**config.mk**
```make
export PLATFORM = sky130hd
export DESIGN_NAME = terminal_line_editor
export DESIGN_NICKNAME = d
export VERILOG_FILES = /design/src/rtl/tle_pkg.sv /design/src/rtl/tle_ram.sv /design/src/rtl/terminal_line_editor.sv
export SDC_FILE = /design/constraint.sdc
export NUM_CORES = 1
export LEC_CHECK = 0
export CAP_MARGIN = 20
export CORE_UTILIZATION = 25
export CTS_CLUSTER_SIZE = 10
export DETAILED_ROUTE_END_ITERATION = 16
export DONT_BUFFER_PORTS = 1
export PLACE_DENSITY = 0.48
export SLEW_MARGIN = 10
export SYNTH_ARGS = -nofsm -noshare
export SYNTH_HDL_FRONTEND = slang
export SYNTH_SLANG_ARGS = --single-unit
```
**constraint.sdc**
```tcl
create_clock -name clock -period 3.7 [get_ports clock]
set_input_delay 0.37 -clock clock [delete_from_list [all_inputs] [get_ports clock]]
set_output_delay 0.37 -clock clock [all_outputs]
set_load 0.03 [all_outputs]
```
**src/rtl/tle_pkg.sv**
```systemverilog
// ----------------------------------------------------------------------------
// tle_pkg
// Types and constants shared by the terminal line editor and its checker.
// ----------------------------------------------------------------------------
package tle_pkg;

   localparam int CHAR_W  = 8;
   localparam int CAP_W   = 7;
   localparam int LEN_W   = 6;
   localparam int STORE_W = 7;

   localparam logic [CAP_W-1:0] CAP_RESET = 7'd64;

   localparam logic [CHAR_W-1:0] CH_BS    = 8'd8;
   localparam logic [CHAR_W-1:0] CH_LF    = 8'd10;
   localparam logic [CHAR_W-1:0] CH_CR    = 8'd13;
   localparam logic [CHAR_W-1:0] CH_DEL   = 8'd127;
   localparam logic [CHAR_W-1:0] CH_FIRST = 8'd32;
   localparam logic [CHAR_W-1:0] CH_LAST  = 8'd126;

   localparam logic KIND_ECHO = 1'b0;
   localparam logic KIND_LINE = 1'b1;

   typedef enum logic [1:0] {
      ST_IDLE = 2'b01,
      ST_READ = 2'b10
   } tle_state_type;

endpackage

```
**src/rtl/tle_ram.sv**
```systemverilog
// ----------------------------------------------------------------------------
// tle_ram
// Generic simple dual-port RAM: one write port, one read port, registered read.
// ----------------------------------------------------------------------------
module tle_ram #(
   parameter int WIDTH = 8,
   parameter int DEPTH = 64
) (
   input  logic                     clock,
   input  logic                     wr_en,
   input  logic [$clog2(DEPTH)-1:0] wr_addr,
   input  logic [WIDTH-1:0]         wr_data,
   input  logic                     rd_en,
   input  logic [$clog2(DEPTH)-1:0] rd_addr,
   output logic [WIDTH-1:0]         rd_data
);

   logic [WIDTH-1:0] mem [DEPTH];
   logic [WIDTH-1:0] rd_data_ff;

   always_ff @(posedge clock) begin
      if (wr_en) begin
         mem[wr_addr] <= wr_data;
      end
      if (rd_en) begin
         rd_data_ff <= mem[rd_addr];
      end
   end

   assign rd_data = rd_data_ff;

endmodule

```
**src/rtl/terminal_line_editor.sv**
```systemverilog
// ----------------------------------------------------------------------------
// terminal_line_editor
// Line editor for a character terminal: stores printable characters, handles
// backspace, echoes, and reads the completed line out on carriage return or
// line feed.
//
//   channel | direction | ports            | content
//   --------+-----------+------------------+-------------------------------
//   req     | in        | valid/ready      | received character
//   rsp     | out       | valid/ready      | echo or line character
//   csr     | in        | write enable     | line capacity
//
// The result of an ordinary character sits in the output register while the
// next character may already be taken.
// A line end of n characters occupies n + 1 results; the store is read one
// entry per cycle through the RAM's registered read port, so the readout runs
// at one character per cycle while the output is taken.
// No character is accepted during a readout, which keeps writes of the next
// line away from entries still being read.
// Reset clears the length, the state and the output valid; the capacity
// returns to 64. The line store itself is not cleared.
// ----------------------------------------------------------------------------
module terminal_line_editor #(
   parameter int BUFFER_DEPTH = 64
) (
   input  logic       clock,
   input  logic       reset,
   input  logic       req_valid,
   output logic       req_ready,
   input  logic [7:0] req_rx_char,
   output logic       rsp_valid,
   input  logic       rsp_ready,
   output logic       rsp_kind,
   output logic [7:0] rsp_out_char,
   output logic [5:0] rsp_line_length,
   output logic       rsp_last,
   input  logic       csr_wr_en,
   input  logic [6:0] csr_wr_data
);

   import tle_pkg::*;

   localparam int AW = $clog2(BUFFER_DEPTH);
   localparam logic [CAP_W-1:0] DEPTH_CAP = CAP_W'(BUFFER_DEPTH);

   tle_state_type state_ff, state_in;

   logic [CAP_W-1:0]  cap_ff;
   logic [CAP_W-1:0]  eff_cap;
   logic [AW-1:0]     len_ff, len_in;
   logic [AW-1:0]     cnt_ff, cnt_in;
   logic [AW-1:0]     idx_ff, idx_in;

   logic              rsp_valid_ff, rsp_valid_in;
   logic              rsp_kind_ff, rsp_kind_in;
   logic [CHAR_W-1:0] rsp_char_ff, rsp_char_in;
   logic [LEN_W-1:0]  rsp_len_ff, rsp_len_in;
   logic              rsp_last_ff, rsp_last_in;

   logic               slot_free;
   logic               accept;
   logic               ram_wr_en;
   logic               ram_rd_en;
   logic [AW-1:0]      ram_rd_addr;
   logic [STORE_W-1:0] ram_rd_data;

   tle_ram #(
      .WIDTH (STORE_W),
      .DEPTH (BUFFER_DEPTH)
   ) u_store (
      .clock   (clock),
      .wr_en   (ram_wr_en),
      .wr_addr (len_ff),
      .wr_data (req_rx_char[STORE_W-1:0]),
      .rd_en   (ram_rd_en),
      .rd_addr (ram_rd_addr),
      .rd_data (ram_rd_data)
   );

   // A capacity of zero behaves as one; values above the store size saturate.
   always_comb begin
      if (cap_ff == '0) begin
         eff_cap = CAP_W'(1);
      end else if (cap_ff > DEPTH_CAP) begin
         eff_cap = DEPTH_CAP;
      end else begin
         eff_cap = cap_ff;
      end
   end

   assign slot_free = !rsp_valid_ff || rsp_ready;
   assign req_ready = (state_ff == ST_IDLE) && slot_free;
   assign accept    = req_valid && req_ready;

   always_comb begin
      state_in     = state_ff;
      len_in       = len_ff;
      cnt_in       = cnt_ff;
      idx_in       = idx_ff;
      rsp_valid_in = rsp_valid_ff && !rsp_ready;
      rsp_kind_in  = rsp_kind_ff;
      rsp_char_in  = rsp_char_ff;
      rsp_len_in   = rsp_len_ff;
      rsp_last_in  = rsp_last_ff;
      ram_wr_en    = 1'b0;
      ram_rd_en    = 1'b0;
      ram_rd_addr  = idx_ff;

      case (state_ff)
         ST_IDLE: begin
            if (accept) begin
               if (req_rx_char == CH_CR || req_rx_char == CH_LF) begin
                  rsp_valid_in = 1'b1;
                  rsp_kind_in  = KIND_ECHO;
                  rsp_char_in  = CH_LF;
                  rsp_len_in   = LEN_W'(len_ff);
                  rsp_last_in  = (len_ff == '0);
                  len_in       = '0;
                  if (len_ff != '0) begin
                     // Fetch the first character while the echo goes out.
                     cnt_in      = len_ff;
                     idx_in      = '0;
                     ram_rd_en   = 1'b1;
                     ram_rd_addr = '0;
                     state_in    = ST_READ;
                  end
               end else if (req_rx_char == CH_BS || req_rx_char == CH_DEL) begin
                  if (len_ff != '0) begin
                     len_in       = AW'(len_ff - 1'b1);
                     rsp_valid_in = 1'b1;
                     rsp_kind_in  = KIND_ECHO;
                     rsp_char_in  = CH_BS;
                     rsp_len_in   = '0;
                     rsp_last_in  = 1'b1;
                  end
               end else if (req_rx_char inside {[CH_FIRST:CH_LAST]}) begin
                  if ((CAP_W'(len_ff) + CAP_W'(1)) < eff_cap) begin
                     ram_wr_en    = 1'b1;
                     len_in       = AW'(len_ff + 1'b1);
                     rsp_valid_in = 1'b1;
                     rsp_kind_in  = KIND_ECHO;
                     rsp_char_in  = req_rx_char;
                     rsp_len_in   = '0;
                     rsp_last_in  = 1'b1;
                  end
               end
            end
         end
         ST_READ: begin
            // The RAM output holds entry idx_ff until the next read is issued.
            if (slot_free) begin
               rsp_valid_in = 1'b1;
               rsp_kind_in  = KIND_LINE;
               rsp_char_in  = {1'b0, ram_rd_data};
               rsp_len_in   = LEN_W'(cnt_ff);
               rsp_last_in  = (idx_ff == AW'(cnt_ff - 1'b1));
               if (idx_ff == AW'(cnt_ff - 1'b1)) begin
                  state_in = ST_IDLE;
               end else begin
                  idx_in      = AW'(idx_ff + 1'b1);
                  ram_rd_en   = 1'b1;
                  ram_rd_addr = AW'(idx_ff + 1'b1);
               end
            end
         end
         default: begin
            state_in = ST_IDLE;
         end
      endcase
   end

   always_ff @(posedge clock) begin
      if (reset) begin
         state_ff     <= ST_IDLE;
         len_ff       <= '0;
         cnt_ff       <= '0;
         idx_ff       <= '0;
         rsp_valid_ff <= 1'b0;
         cap_ff       <= CAP_RESET;
      end else begin
         state_ff     <= state_in;
         len_ff       <= len_in;
         cnt_ff       <= cnt_in;
         idx_ff       <= idx_in;
         rsp_valid_ff <= rsp_valid_in;
         if (csr_wr_en) begin
            cap_ff <= csr_wr_data;
         end
      end
   end

   always_ff @(posedge clock) begin
      rsp_kind_ff <= rsp_kind_in;
      rsp_char_ff <= rsp_char_in;
      rsp_len_ff  <= rsp_len_in;
      rsp_last_ff <= rsp_last_in;
   end

   assign rsp_valid       = rsp_valid_ff;
   assign rsp_kind        = rsp_kind_ff;
   assign rsp_out_char    = rsp_char_ff;
   assign rsp_line_length = rsp_len_ff;
   assign rsp_last        = rsp_last_ff;

endmodule

```
==> parameters.txt, run 1 <==
Parameter                              Value

Worst hold path
  Class of the worst hold path ... input port to register
  Worst hold path depth ... 1
  Worst-case hold path end point ... u_store.mem[0][3]
  Hold path start ... req_rx_char[3]

Worst setup path
  Reg2Reg Setup Slack ... -0.03 ns
  R2R cell count ... 17
  Type of the setup path with the least slack ... register to register
  Endpoint of the lowest-slack register-to-register path ... u_store.rd_data[6]
  Element type at the critical path end ... register
  Crit-path max FO ... 8
  Data arrival time at the worst-slack endpoint ... 4.11 ns
  Startpoint class of the critical path ... register
  Reg-to-Reg Start ... cnt_ff[1]
  Critical Path RT ... 4.08 ns

STA
  Period Utilization, post-route ... 100.8%
  Number of max-slew violations in the final report ... 0
  Slew Limit Headroom ... 52.53%
  Final hold viol count ... 0
  Unrepaired setup endpoints after global routing ... yes
  Transition time at the pin with the least slew margin ... 0.7120 ns
  Final min period ... 3.729 ns
  Worst-case setup margin in the final layout ... -0.02947 ns
  Worst Skew ... 0.03430 ns
  Peak Freq ... 268.1 MHz
  Number of endpoints failing setup at the final stage ... 5

Layout
  Area delta synth->final ... 28.76%
  Core occupancy in the finished layout ... 32.53%
  Fraction of layout cells with a size suffix above 1 ... 24.39%
  Number of nets in the layout ... 1824
  Antenna cell count ... 0

Synth
  Cells after synthesis ... 1520
  Post-synth cell types ... 60
  Cell accounting for the most synthesized area ... sky130_fd_sc_hd__edfxtp_1
  Top area cells in the synthesized netlist ... sky130_fd_sc_hd__edfxtp_1 (68%), sky130_fd_sc_hd__mux2i_1 (4.4%), sky130_fd_sc_hd__nand2_1 (4.4%), sky130_fd_sc_hd__a221oi_1 (3.2%), sky130_fd_sc_hd__a21oi_1 (3.1%)
  Sequential-to-total area share from yosys stat ... 71.00%
  Mean area per synthesized cell ... 13.63 um^2
  Flip-flop and latch count after synthesis ... 499
  Primary FF master, synth ... sky130_fd_sc_hd__edfxtp_1
  Commonest cells in the synthesized netlist ... sky130_fd_sc_hd__edfxtp_1 (471), sky130_fd_sc_hd__nand2_1 (242), sky130_fd_sc_hd__a21oi_1 (129)
  Proportion of register bits with asynchronous set or reset after synthesis ... 0%
  Most common cell in the synthesized netlist ... sky130_fd_sc_hd__edfxtp_1
  Area of the mapped netlist ... 0.02071 mm^2
  Yosys warning total ... 0
  Area share of the leading cell type in the synthesized netlist ... 68.29%
  Number of synthesized flops with an enable pin ... 471
  Post-Synthesis Net Count ... 1557

Power and ir drop
  Power density relative to cell area ... 429.1 mW/mm^2
  Worst voltage drop across the vdd grid ... 0.3684 mV
  Total power consumption of the routed design ... 0.01144 W
  Total leakage power ... 9.334 nW

Routing
  Number of iterations in the first detailed-routing pass ... 8
  DRT Wirelength ... 63410 um
  Mean routed wirelength per cell ... 22.03 um
  Drc violations ... 0
  Antenna-violating nets left ... 0
  Vias per Instance ... 4.784
  First-iteration detailed-routing DRC count ... 1220
  Via Count ... 13770

GRT
  Pin count of the biggest net entering global routing ... 66
  First-pass GRT wire length ... 93310 um
  Total routing usage reported by global routing ... 14.78%
  Number of global-route vias before repair ... 14100
  Total congestion overflow ... 0
  Initial antenna violation count ... 0

Job
  Maximum Capacitance Violations ... 0

Run status
  Outcome ... finished with violations
  Violations in the final reports ... negative setup slack

Clocking
  Root buffer cell ... sky130_fd_sc_hd__clkbuf_16
  Clock slew at reported path FFs ... 0.06 ns
  Number of buffers on the longest clock path ... 3
  Clk sinks ... 499
  CTS H-Tree Depth ... 2
  Number of buffers added by the clock tree synthesis step ... 57
  Clock insertion delay at the later pin of the skew report ... 0.63 ns
  Clock tree from TritonCTS ... built

Floorplanning
  Overall die area ... 0.08400 mm^2
  Number of standard-cell rows in the floorplan ... 105
  Number of top-level pins ... 38
  Width of the die ... 289.8 um
  Initial core utilization ... 25.26%
  Chip height ... 289.8 um
  Core footprint ... 0.08198 mm^2

Placement
  Pre-CTS setup slack ... -0.4406 ns
  Number of buffers added on ports ... 0
  Detailed-placement wirelength estimate ... 38250 um
  Final estimated routing congestion in global placement ... 0.8509
==> placed cells by master (no fill, tap or decap), types with 7 or more instances in the layout <==
cell,instances
sky130_fd_sc_hd__nor2_1,114
sky130_fd_sc_hd__mux2i_4,10
sky130_fd_sc_hd__dfxtp_1,26
sky130_fd_sc_hd__buf_16,12
sky130_fd_sc_hd__a21oi_1,117
sky130_fd_sc_hd__nand2_1,242
sky130_fd_sc_hd__or3_1,7
sky130_fd_sc_hd__nand3_1,23
sky130_fd_sc_hd__buf_6,7
sky130_fd_sc_hd__o22ai_1,10
sky130_fd_sc_hd__nor4_2,7
sky130_fd_sc_hd__a32oi_1,22
sky130_fd_sc_hd__buf_12,23
sky130_fd_sc_hd__a221oi_1,51
sky130_fd_sc_hd__edfxtp_1,471
sky130_fd_sc_hd__a21oi_2,12
sky130_fd_sc_hd__nor4_1,11
sky130_fd_sc_hd__nor3_1,10
sky130_fd_sc_hd__dlygate4sd3_1,18
sky130_fd_sc_hd__nand4_1,8
sky130_fd_sc_hd__mux2i_1,76
sky130_fd_sc_hd__a31oi_1,9
sky130_fd_sc_hd__o21ai_0,20
sky130_fd_sc_hd__inv_1,21
sky130_fd_sc_hd__buf_4,235
sky130_fd_sc_hd__a211oi_1,7
sky130_fd_sc_hd__ha_1,15
sky130_fd_sc_hd__a221oi_2,22
sky130_fd_sc_hd__clkbuf_16,61
sky130_fd_sc_hd__clkbuf_1,14
sky130_fd_sc_hd__xnor2_1,11
==> layer usage <==
metal	wire length [um]	track usage, %
met1	27650	19.37
met2	30680	24.68
met5	0	0
met3	3139	2.060
met4	1941	5.734
==> worst max-delay path: stages (launching register included) <==
cell and delay [ns]:
sky130_fd_sc_hd__dfxtp_1 0.33, sky130_fd_sc_hd__inv_1 0.07, sky130_fd_sc_hd__ha_4 0.16, sky130_fd_sc_hd__xnor2_1 0.12, sky130_fd_sc_hd__a211o_1 0.32, sky130_fd_sc_hd__or3_4 0.39
sky130_fd_sc_hd__o21ai_4 0.20, sky130_fd_sc_hd__nor3_4 0.08, sky130_fd_sc_hd__nor2_4 0.14, sky130_fd_sc_hd__buf_12 0.18, sky130_fd_sc_hd__buf_16 0.16, sky130_fd_sc_hd__buf_12 0.14
sky130_fd_sc_hd__mux2i_4 0.23, sky130_fd_sc_hd__a221oi_2 0.10, sky130_fd_sc_hd__nor4_2 0.43, sky130_fd_sc_hd__buf_4 0.18, sky130_fd_sc_hd__o22ai_1 0.07, sky130_fd_sc_hd__a21o_1 0.16
==> layout make-up <==
| type | instances | area (um^2) |
|---|---|---|
| Sequential cell | 499 | 14710 |
| Fill cell | 8098 | 55310 |
| Inverter | 22 | 82.58 |
| Timing Repair Buffer | 300 | 2927 |
| Tap cell | 1070 | 1339 |
| Clock inverter | 7 | 32.53 |
| Multi-Input combinational cell | 907 | 6052 |
| Clock buffer | 73 | 1529 |
==> logic make-up after synthesis <==
logic type / synth area share [%]
adders and majority gates: 1.063
buffers and inverters: 2.918
xor gates and xnor gates: 0.6343
muxes: 4.446
and+or+nand+nor: 9.316
DFF: 71.00
AOI/OAI and AO/OA: 10.63
==> timing repair <==
item | CTS | global route
cloned | 4 | 2
setup endpoints to repair | 7 | 15
endpoints found under the hold margin | 481 | 0
hold buffers | 25 | 0
gates resized for setup | 49 | 90
pin swaps | 21 | 30
buffers inserted | 19 | 10
==> flip-flops by register name, summed over array words and instances, names as in the netlist <==
register	cells
rsp_line_length	6
cap_ff	7
idx_ff	6
cnt_ff	6
len_ff	6
rsp_valid	1
u_store.rd_data	7
rsp_last	1
rsp_kind	1
u_store.mem	448
state_ff	2
rsp_out_char	8
==> metrics by stage <==
step                      instances  hold WS, ns   TNS, ns  cell area [um^2]
after CTS                      2868       0.1284   -0.1343             26050
after global routing           2878       0.1457   -0.9543             26670
after detailed placement       2741       0.4458    -2.048             23590
after global placement         2741       0.4454    -2.020             23590
after floorplan                1520       0.4398         0             20720
final                          2878       0.1463  -0.07649             26670
==> report_power, final <==
part | leakage (nW) | total (W) | internal [W] | switching [W]
registers | 4.47 | 0.00622 | 0.00619 | 0.0000216
clock network | 0.760 | 0.00497 | 0.00284 | 0.00213
logic | 4.11 | 0.000259 | 0.0000895 | 0.000170
==> worst max-delay path by stage <==
| stage | start | to | slack [ns] | cells after the start |
|---|---|---|---|---|
| 3_5_place_dp | cnt_ff[0] | u_store.rd_data[0] | -0.44 | 16 |
| 4_1_cts | cnt_ff[0] | u_store.rd_data[6] | -0.05 | 16 |
| 5_1_grt | cnt_ff[0] | u_store.rd_data[2] | -0.18 | 17 |
| 6_report | cnt_ff[1] | u_store.rd_data[6] | -0.03 | 17 |
| 2_1_floorplan | len_ff[2] | rsp_kind | 0.25 | 13 |
| 3_3_place_gp | cnt_ff[0] | u_store.rd_data[6] | -0.45 | 16 |
Note: power is estimated with default switching activity, not from simulation.
==> inputs of run 2 (changes only) <==
--- a/config.mk
+++ b/config.mk
@@ -10,7 +10,8 @@
 export CTS_CLUSTER_SIZE = 10
 export DETAILED_ROUTE_END_ITERATION = 16
 export DONT_BUFFER_PORTS = 1
-export PLACE_DENSITY = 0.48
+export PLACE_DENSITY = 0.46
+export RECOVER_POWER = 100
 export SLEW_MARGIN = 10
 export SYNTH_ARGS = -nofsm -noshare
 export SYNTH_HDL_FRONTEND = slang
==> constraint.sdc (replaced) <==
create_clock -name clock -period 4 [get_ports clock]
set_input_delay 0.4 -clock clock [delete_from_list [all_inputs] [get_ports clock]]
set_output_delay 0.4 -clock clock [all_outputs]
set_load 0.03 [all_outputs]
==> parameters.txt, run 2 (synthesis results as in run 1) <==
Parameter                              Value

Floorplanning
  Number of top-level pins ... 38 (unchanged)
  Initial core utilization ... 25.26% (unchanged)
  Overall die area ... 0.08400 mm^2 (unchanged)
  Number of standard-cell rows in the floorplan ... 105 (unchanged)
  Chip height ... 289.8 um (unchanged)
  Core footprint ... 0.08198 mm^2 (unchanged)
  Width of the die ... 289.8 um (unchanged)

Power and ir drop
  Worst voltage drop across the vdd grid ... 0.3210 mV (-13%)
  Total leakage power ... 8.694 nW (-6.9%)
  Power density relative to cell area ... 421.7 mW/mm^2 (-1.7%)

Layout
  Fraction of layout cells with a size suffix above 1 ... 17.51% (-6.9 points)
  Number of nets in the layout ... 1735 (-4.9%)
  Biggest register ... u_store.mem
  Core occupancy in the finished layout ... 30.87% (-1.7 points)
  Flip-flop count of the largest register, all copies and words added ... 448 (unchanged)
  Count of fill cells added during filler insertion ... 8278 (+2.2%)
  Register cell area after layout ... 0.01470 mm^2 (about the same)
  Most frequent cells in the layout ... sky130_fd_sc_hd__edfxtp_1 (471), sky130_fd_sc_hd__nand2_1 (242), sky130_fd_sc_hd__buf_4 (159)
  Multi-input logic area ... 0.005693 mm^2 (-5.9%)
  Antenna cell count ... 0 (unchanged)
  Commonest non-fill, non-tap cell in the layout ... sky130_fd_sc_hd__edfxtp_1
  Finished Layout Cells ... 2789 (-3.1%)
  Area delta synth->final ... 22.20%

Worst setup path
  Crit-path max FO ... 19 (+11)
  Critical Path RT ... 4.37 ns (+0.29 ns)
  Type of the setup path with the least slack ... register to register
  Element type at the critical path end ... register
  Startpoint class of the critical path ... register
  Data arrival time at the worst-slack endpoint ... 4.30 ns (+0.19 ns)

Routing
  Number of iterations in the first detailed-routing pass ... 5 (-3)
  Drc violations ... 0 (unchanged)
  Mean routed wirelength per cell ... 22.65 um (+2.8%)
  Antenna-violating nets left ... 0 (unchanged)
  Met3 routed WL ... 3466 um (+10%)
  Detail Route met2 WL ... 30970 um (+0.92%)
  Met1 wire length ... 26870 um (-2.8%)
  Via Count ... 13550 (-1.6%)
  DRT Wirelength ... 63170 um (-0.38%)
  First-iteration detailed-routing DRC count ... 1128 (-7.5%)
  Vias per Instance ... 4.859 (+1.6%)
  Max layer used ... met4

Placement
  Number of buffers added on ports ... 0 (unchanged)
  Detailed-placement wirelength estimate ... 37870 um (-1.0%)
  Pre-CTS setup slack ... -0.1343 ns (+0.3064 ns)
  Final estimated routing congestion in global placement ... 0.8386 (-1.4%)
  Inst Count DP ... 2668 (-2.7%)

Run status
  Violations in the final reports ... max-capacitance violations, max-slew violations
  Outcome ... finished with violations

Clocking
  Number of buffers added by the clock tree synthesis step ... 57 (unchanged)
  Clock slew at reported path FFs ... 0.06 ns (about the same)
  Clock insertion delay at the later pin of the skew report ... 0.62 ns (about the same)
  Number of buffers on the longest clock path ... 3 (unchanged)
  Clock tree from TritonCTS ... built
  Clk sinks ... 499 (unchanged)
  CTS H-Tree Depth ... 2 (unchanged)
  Root buffer cell ... sky130_fd_sc_hd__clkbuf_16

STA
  Number of endpoints failing setup at the final stage ... 0 (-5)
  Slew Limit Headroom ... -137.8% (-190 points)
  Number of max-slew violations in the final report ... 455 (+455)
  Transition time at the pin with the least slew margin ... 3.566 ns (+2.854 ns)
  Setup total negative slack ... 0 ns (+0.07649 ns)
  Worst Skew ... 0.01948 ns (-0.01482 ns)
  Period Utilization, post-route ... 98.25% (-2.5 points)
  Worst Hold Slack ... 0.04342 ns (-0.1029 ns)
  Worst-case setup margin in the final layout ... 0.07003 ns (+0.09950 ns)
  Peak Freq ... 254.5 MHz (-5.1%)
  Final min period ... 3.930 ns (+0.2005 ns)
  Final hold viol count ... 0 (unchanged)

GRT
  Total congestion overflow ... 0 (unchanged)
  Pin count of the biggest net entering global routing ... 65 (-1.5%)
  Total routing usage reported by global routing ... 14.50% (-0.28 points)
  Initial antenna violation count ... 1 (+1)
  Number of global-route vias before repair ... 13390 (-5.0%)
  First-pass GRT wire length ... 90750 um (-2.7%)

Worst hold path
  Class of the worst hold path ... input port to register

Job
  Maximum Capacitance Violations ... 7 (+7)
-- run 2: cell count changes in the layout (fill, tap and decap cells not counted), moves of 8 or more --
cell and delta:
sky130_fd_sc_hd__clkbuf_1 +10, sky130_fd_sc_hd__a21oi_1 +8, sky130_fd_sc_hd__buf_4 -76, sky130_fd_sc_hd__a221oi_2 -12, sky130_fd_sc_hd__a221oi_1 +15, sky130_fd_sc_hd__buf_16 -11
-- run 2: cell type report --
type / instances / area share [%]
multi-input combinational: 906 / 22.49
timing repair buffer: 212 / 7.475
tap: 1070 / 5.290
clock inverter: 6 / 0.2175
inverter: 22 / 0.3263
clock buffer: 74 / 6.096
sequential: 499 / 58.10
-- run 2: report_power, final --
part	total [W]	leakage (nW)	switching, W	internal [W]
clock network	0.00469	0.778	0.00198	0.00271
logic	0.000215	3.45	0.000159	0.0000558
registers	0.00576	4.47	0.0000198	0.00574
-- run 2: final timing paths --
kind	start	end	slack, ns	cells after the start
worst max-delay path	cnt_ff[0]	u_store.rd_data[2]	0.07	16
worst min-delay path	req_rx_char[3]	rsp_out_char[3]	0.04	2
worst max register to register	cnt_ff[0]	u_store.rd_data[2]	0.07	16
worst min register to register	state_ff[0]	state_ff[0]	0.48	2
-- run 2: timing repair --
action,CTS,global route
endpoints found under the setup margin,7,7
hold buffers,27,0
endpoints found under the hold margin,477,0
pin swaps,0,14
cloned,0,3
buffers inserted,0,10
resized for setup,9,49
-- run 2: metrics by stage --
stage | cell area (um^2) | total power [W]
CTS | 25050 | 0.01079
global placement | 23010 | 0.005952
finish | 25310 | 0.01067
detailed placement | 23010 | 0.005955
global route | 25310 | 0.01099
floorplan | 20710 | 0.005924
-- run 2: worst max-delay path: stages (launching register included) --
cell and delay (ns):
sky130_fd_sc_hd__dfxtp_1 0.33, sky130_fd_sc_hd__inv_1 0.06, sky130_fd_sc_hd__ha_2 0.28, sky130_fd_sc_hd__xnor2_1 0.13, sky130_fd_sc_hd__a211o_1 0.26, sky130_fd_sc_hd__or3_4 0.37
sky130_fd_sc_hd__o21ai_4 0.25, sky130_fd_sc_hd__nor3_4 0.09, sky130_fd_sc_hd__nor2_4 0.18, sky130_fd_sc_hd__buf_12 0.13, sky130_fd_sc_hd__buf_16 0.18, sky130_fd_sc_hd__buf_12 0.19
sky130_fd_sc_hd__mux2i_1 0.21, sky130_fd_sc_hd__a221oi_1 0.15, sky130_fd_sc_hd__nor4_1 0.42, sky130_fd_sc_hd__o22ai_2 0.22, sky130_fd_sc_hd__a21o_1 0.19
-- run 2: routing by layer --
metal  up-vias  GRT usage, %
li1       6141             -
met1      6869         18.66
met2       440         24.69
met3       101         2.405
met4         0         4.839
met5         -             0
==> inputs of run 3 (changes only) <==
--- a/config.mk
+++ b/config.mk
@@ -6,6 +6,7 @@
 export NUM_CORES = 1
 export LEC_CHECK = 0
 export CAP_MARGIN = 20
+export CORE_MARGIN = 2
 export CORE_UTILIZATION = 25
 export CTS_CLUSTER_SIZE = 10
 export DETAILED_ROUTE_END_ITERATION = 16
==> parameters.txt, run 3 (synthesis results as in run 1) <==
Parameter                              Value

Routing
  Number of iterations in the first detailed-routing pass ... 5 (unchanged)
  Mean routed wirelength per cell ... 22.41 um (-1.1%)
  Via Count ... 13380 (-1.2%)
  Antenna-violating nets left ... 0 (unchanged)
  Drc violations ... 0 (unchanged)
  DRT Wirelength ... 62680 um (-0.78%)
  Vias per Instance ... 4.785 (-1.5%)
  First-iteration detailed-routing DRC count ... 1112 (-1.4%)

Placement
  Area post-placement ... 0.02325 mm^2 (+1.0%)
  Final estimated routing congestion in global placement ... 0.8303 (-0.99%)
  Detailed-placement wirelength estimate ... 39100 um (+3.3%)
  Number of buffers added on ports ... 0 (unchanged)

Worst setup path
  Type of the setup path with the least slack ... register to register
  R2R cell count ... 15 (-1)
  Reg-to-Reg Start ... len_ff[5]
  Critical Path RT ... 4.36 ns (about the same)
  Critical path destination ... u_store.rd_data[5]
  Data arrival time at the worst-slack endpoint ... 4.24 ns (-0.06 ns)
  Startpoint of the worst setup timing path ... len_ff[5]
  Element type at the critical path end ... register
  Startpoint class of the critical path ... register
  Endpoint of the lowest-slack register-to-register path ... u_store.rd_data[5]
  Reg2Reg Setup Slack ... 0.12 ns (+0.05 ns)
  Crit-path max FO ... 22 (+3)

Floorplanning
  Width of the die ... 291.8 um (+0.69%)
  Chip height ... 291.8 um (+0.69%)
  Number of top-level pins ... 38 (unchanged)
  Core footprint ... 0.08211 mm^2 (+0.16%)
  Overall die area ... 0.08516 mm^2 (+1.4%)
  Initial core utilization ... 25.22% (-0.040 points)
  Number of standard-cell rows in the floorplan ... 105 (unchanged)

Power and ir drop
  Total power consumption of the routed design ... 0.01051 W (-1.6%)
  Net Sw Power ... 0.002178 W (+0.71%)
  Power density relative to cell area ... 418.9 mW/mm^2 (-0.65%)
  Total leakage power ... 8.686 nW (about the same)
  Relative contribution of combinational cells to total power ... 2.0% (about the same)
  Cell-internal power ... 0.008327 W (-2.1%)
  Worst voltage drop across the vdd grid ... 0.3360 mV (+4.7%)
  Switching share of power ... 20.73% (+0.46 points)
  Proportion of power drawn by flip-flops and latches ... 54.9% (+0.9 points)
  Part of the total power dissipated in the clock network ... 43.1% (-0.9 points)

STA
  Peak Freq ... 257.6 MHz (+1.2%)
  Unrepaired setup endpoints after global routing ... yes
  Final min period ... 3.882 ns (-0.04786 ns)
  Final hold viol count ... 0 (unchanged)
  Transition time at the pin with the least slew margin ... 3.651 ns (+0.08457 ns)
  Worst Skew ... 0.02782 ns (+0.008334 ns)
  Period Utilization, post-route ... 97.05% (-1.2 points)
  Slew Limit Headroom ... -143.4% (-5.6 points)
  Number of max-slew violations in the final report ... 456 (+0.22%)
  Number of endpoints failing setup at the final stage ... 0 (unchanged)

Worst hold path
  Class of the worst hold path ... input port to register
  Hold path start ... req_rx_char[5]
  Worst hold path depth ... 1 (-1)

Layout
  Fraction of layout cells with a size suffix above 1 ... 15.43% (-2.1 points)
  Most frequent cells in the layout ... sky130_fd_sc_hd__edfxtp_1 (471), sky130_fd_sc_hd__nand2_1 (242), sky130_fd_sc_hd__buf_4 (168)
  Area delta synth->final ... 21.08%
  Number of nets in the layout ... 1743 (+0.46%)
  Biggest register ... u_store.mem
  Post-route cell area ... 0.02508 mm^2 (-0.91%)
  Flip-flop count of the largest register, all copies and words added ... 448 (unchanged)
  Core occupancy in the finished layout ... 30.54% (-0.33 points)
  Commonest non-fill, non-tap cell in the layout ... sky130_fd_sc_hd__edfxtp_1

Clocking
  Number of buffers on the longest clock path ... 3 (unchanged)
  CTS H-Tree Depth ... 2 (unchanged)
  Clock tree from TritonCTS ... built
  Number of buffers added by the clock tree synthesis step ... 56 (-1.8%)
  Clock slew at reported path FFs ... 0.06 ns (about the same)
  Root buffer cell ... sky130_fd_sc_hd__clkbuf_16
  Clock insertion delay at the later pin of the skew report ... 0.63 ns (about the same)
  Clk sinks ... 499 (unchanged)

GRT
  Total routing usage reported by global routing ... 14.45% (-0.049 points)
  Total congestion overflow ... 0 (unchanged)
  Initial antenna violation count ... 3 (+2)
  Number of global-route vias before repair ... 13420 (+0.23%)
  Pin count of the biggest net entering global routing ... 66 (+1.5%)
  First-pass GRT wire length ... 90890 um (+0.16%)

Run status
  Violations in the final reports ... max-capacitance violations, max-slew violations
  Outcome ... finished with violations

Job
  Maximum Capacitance Violations ... 7 (unchanged)
run 3: changes by cell type in the layout (fill, tap and decap cells not counted), moves of 5 or more:
cell	change
sky130_fd_sc_hd__buf_4	+9
sky130_fd_sc_hd__clkbuf_16	-5
sky130_fd_sc_hd__nor4_1	+6
sky130_fd_sc_hd__buf_12	+5
sky130_fd_sc_hd__mux2i_2	-6
sky130_fd_sc_hd__a221oi_2	-9
sky130_fd_sc_hd__a221oi_1	+8
sky130_fd_sc_hd__mux2i_1	+9
sky130_fd_sc_hd__nor4_2	-6
sky130_fd_sc_hd__o22ai_1	+5
sky130_fd_sc_hd__o22ai_2	-5
run 3: repair_timing:
| item | CTS | global route |
|---|---|---|
| setup endpoints to repair | 2 | 16 |
| pin swaps | 0 | 3 |
| hold endpoints to repair | 478 | 0 |
| setup buffers | 0 | 2 |
| hold buffers | 24 | 0 |
| cloned | 0 | 1 |
| gates resized for setup | 2 | 5 |
run 3: how the worst min path moves through the flow:
| stage | endpoint | slack, ns |
|---|---|---|
| 4_1_cts | rsp_out_char[4] | 0.02 |
| 6_report | rsp_out_char[5] | 0.06 |
| 3_3_place_gp | state_ff[0] | 0.45 |
| 3_5_place_dp | state_ff[0] | 0.46 |
| 2_1_floorplan | state_ff[0] | 0.44 |
| 5_1_grt | rsp_out_char[4] | 0.02 |
run 3: area by class of cell:
class / instances / area [um^2]
clock buffer: 71 / 1458
sequential: 499 / 14700
antenna: 3 / 7.507
tap: 1070 / 1339
inverter: 22 / 82.58
fill: 8151 / 57030
clock inverter: 5 / 85.08
multi-input combinational: 906 / 5454
timing repair buffer: 221 / 1948
run 3: routing by layer:
metal | GRT usage (%) | part of all wire, %
met4 | 4.903 | 3.5
met1 | 18.42 | 43
met5 | 0 | 0
met3 | 2.504 | 5.1
met2 | 24.74 | 49
run 3: power groups by stage:
stage | sequential [W] | clock, W | combinational, W
finish | 0.00577 | 0.00453 | 0.000212
global route | 0.00576 | 0.00484 | 0.000232
CTS | 0.00575 | 0.00466 | 0.000234
detailed placement | 0.00586 | 0 | 0.000104
global placement | 0.00586 | 0 | 0.000103
floorplan | 0.00586 | 0 | 0.0000655
run 3: per-stage QoR:
stage	std cells	setup TNS, ns	hold slack (ns)	worst slack (ns)
finish	2797	0	0.05930	0.1179
global route	2795	-0.1986	0.02170	-0.04968
CTS	2790	0	0.01773	0.07089
detailed placement	2690	-0.01623	0.4609	-0.01623
global placement	2690	0	0.4484	0.005905
floorplan	1520	0	0.4398	0.02582
run 3: worst max-delay path, stage by stage (launching register included):
cell and delay [ns]:
sky130_fd_sc_hd__dfxtp_1 0.31, sky130_fd_sc_hd__or3_1 0.42, sky130_fd_sc_hd__or3b_1 0.48, sky130_fd_sc_hd__a41oi_4 0.34, sky130_fd_sc_hd__a21oi_2 0.08, sky130_fd_sc_hd__a21boi_2 0.24
sky130_fd_sc_hd__nor2_4 0.05, sky130_fd_sc_hd__buf_12 0.15, sky130_fd_sc_hd__buf_12 0.17, sky130_fd_sc_hd__buf_12 0.17, sky130_fd_sc_hd__buf_4 0.15, sky130_fd_sc_hd__a21oi_1 0.18
sky130_fd_sc_hd__a221oi_1 0.13, sky130_fd_sc_hd__nor4_1 0.28, sky130_fd_sc_hd__o22ai_1 0.11, sky130_fd_sc_hd__or3_1 0.35
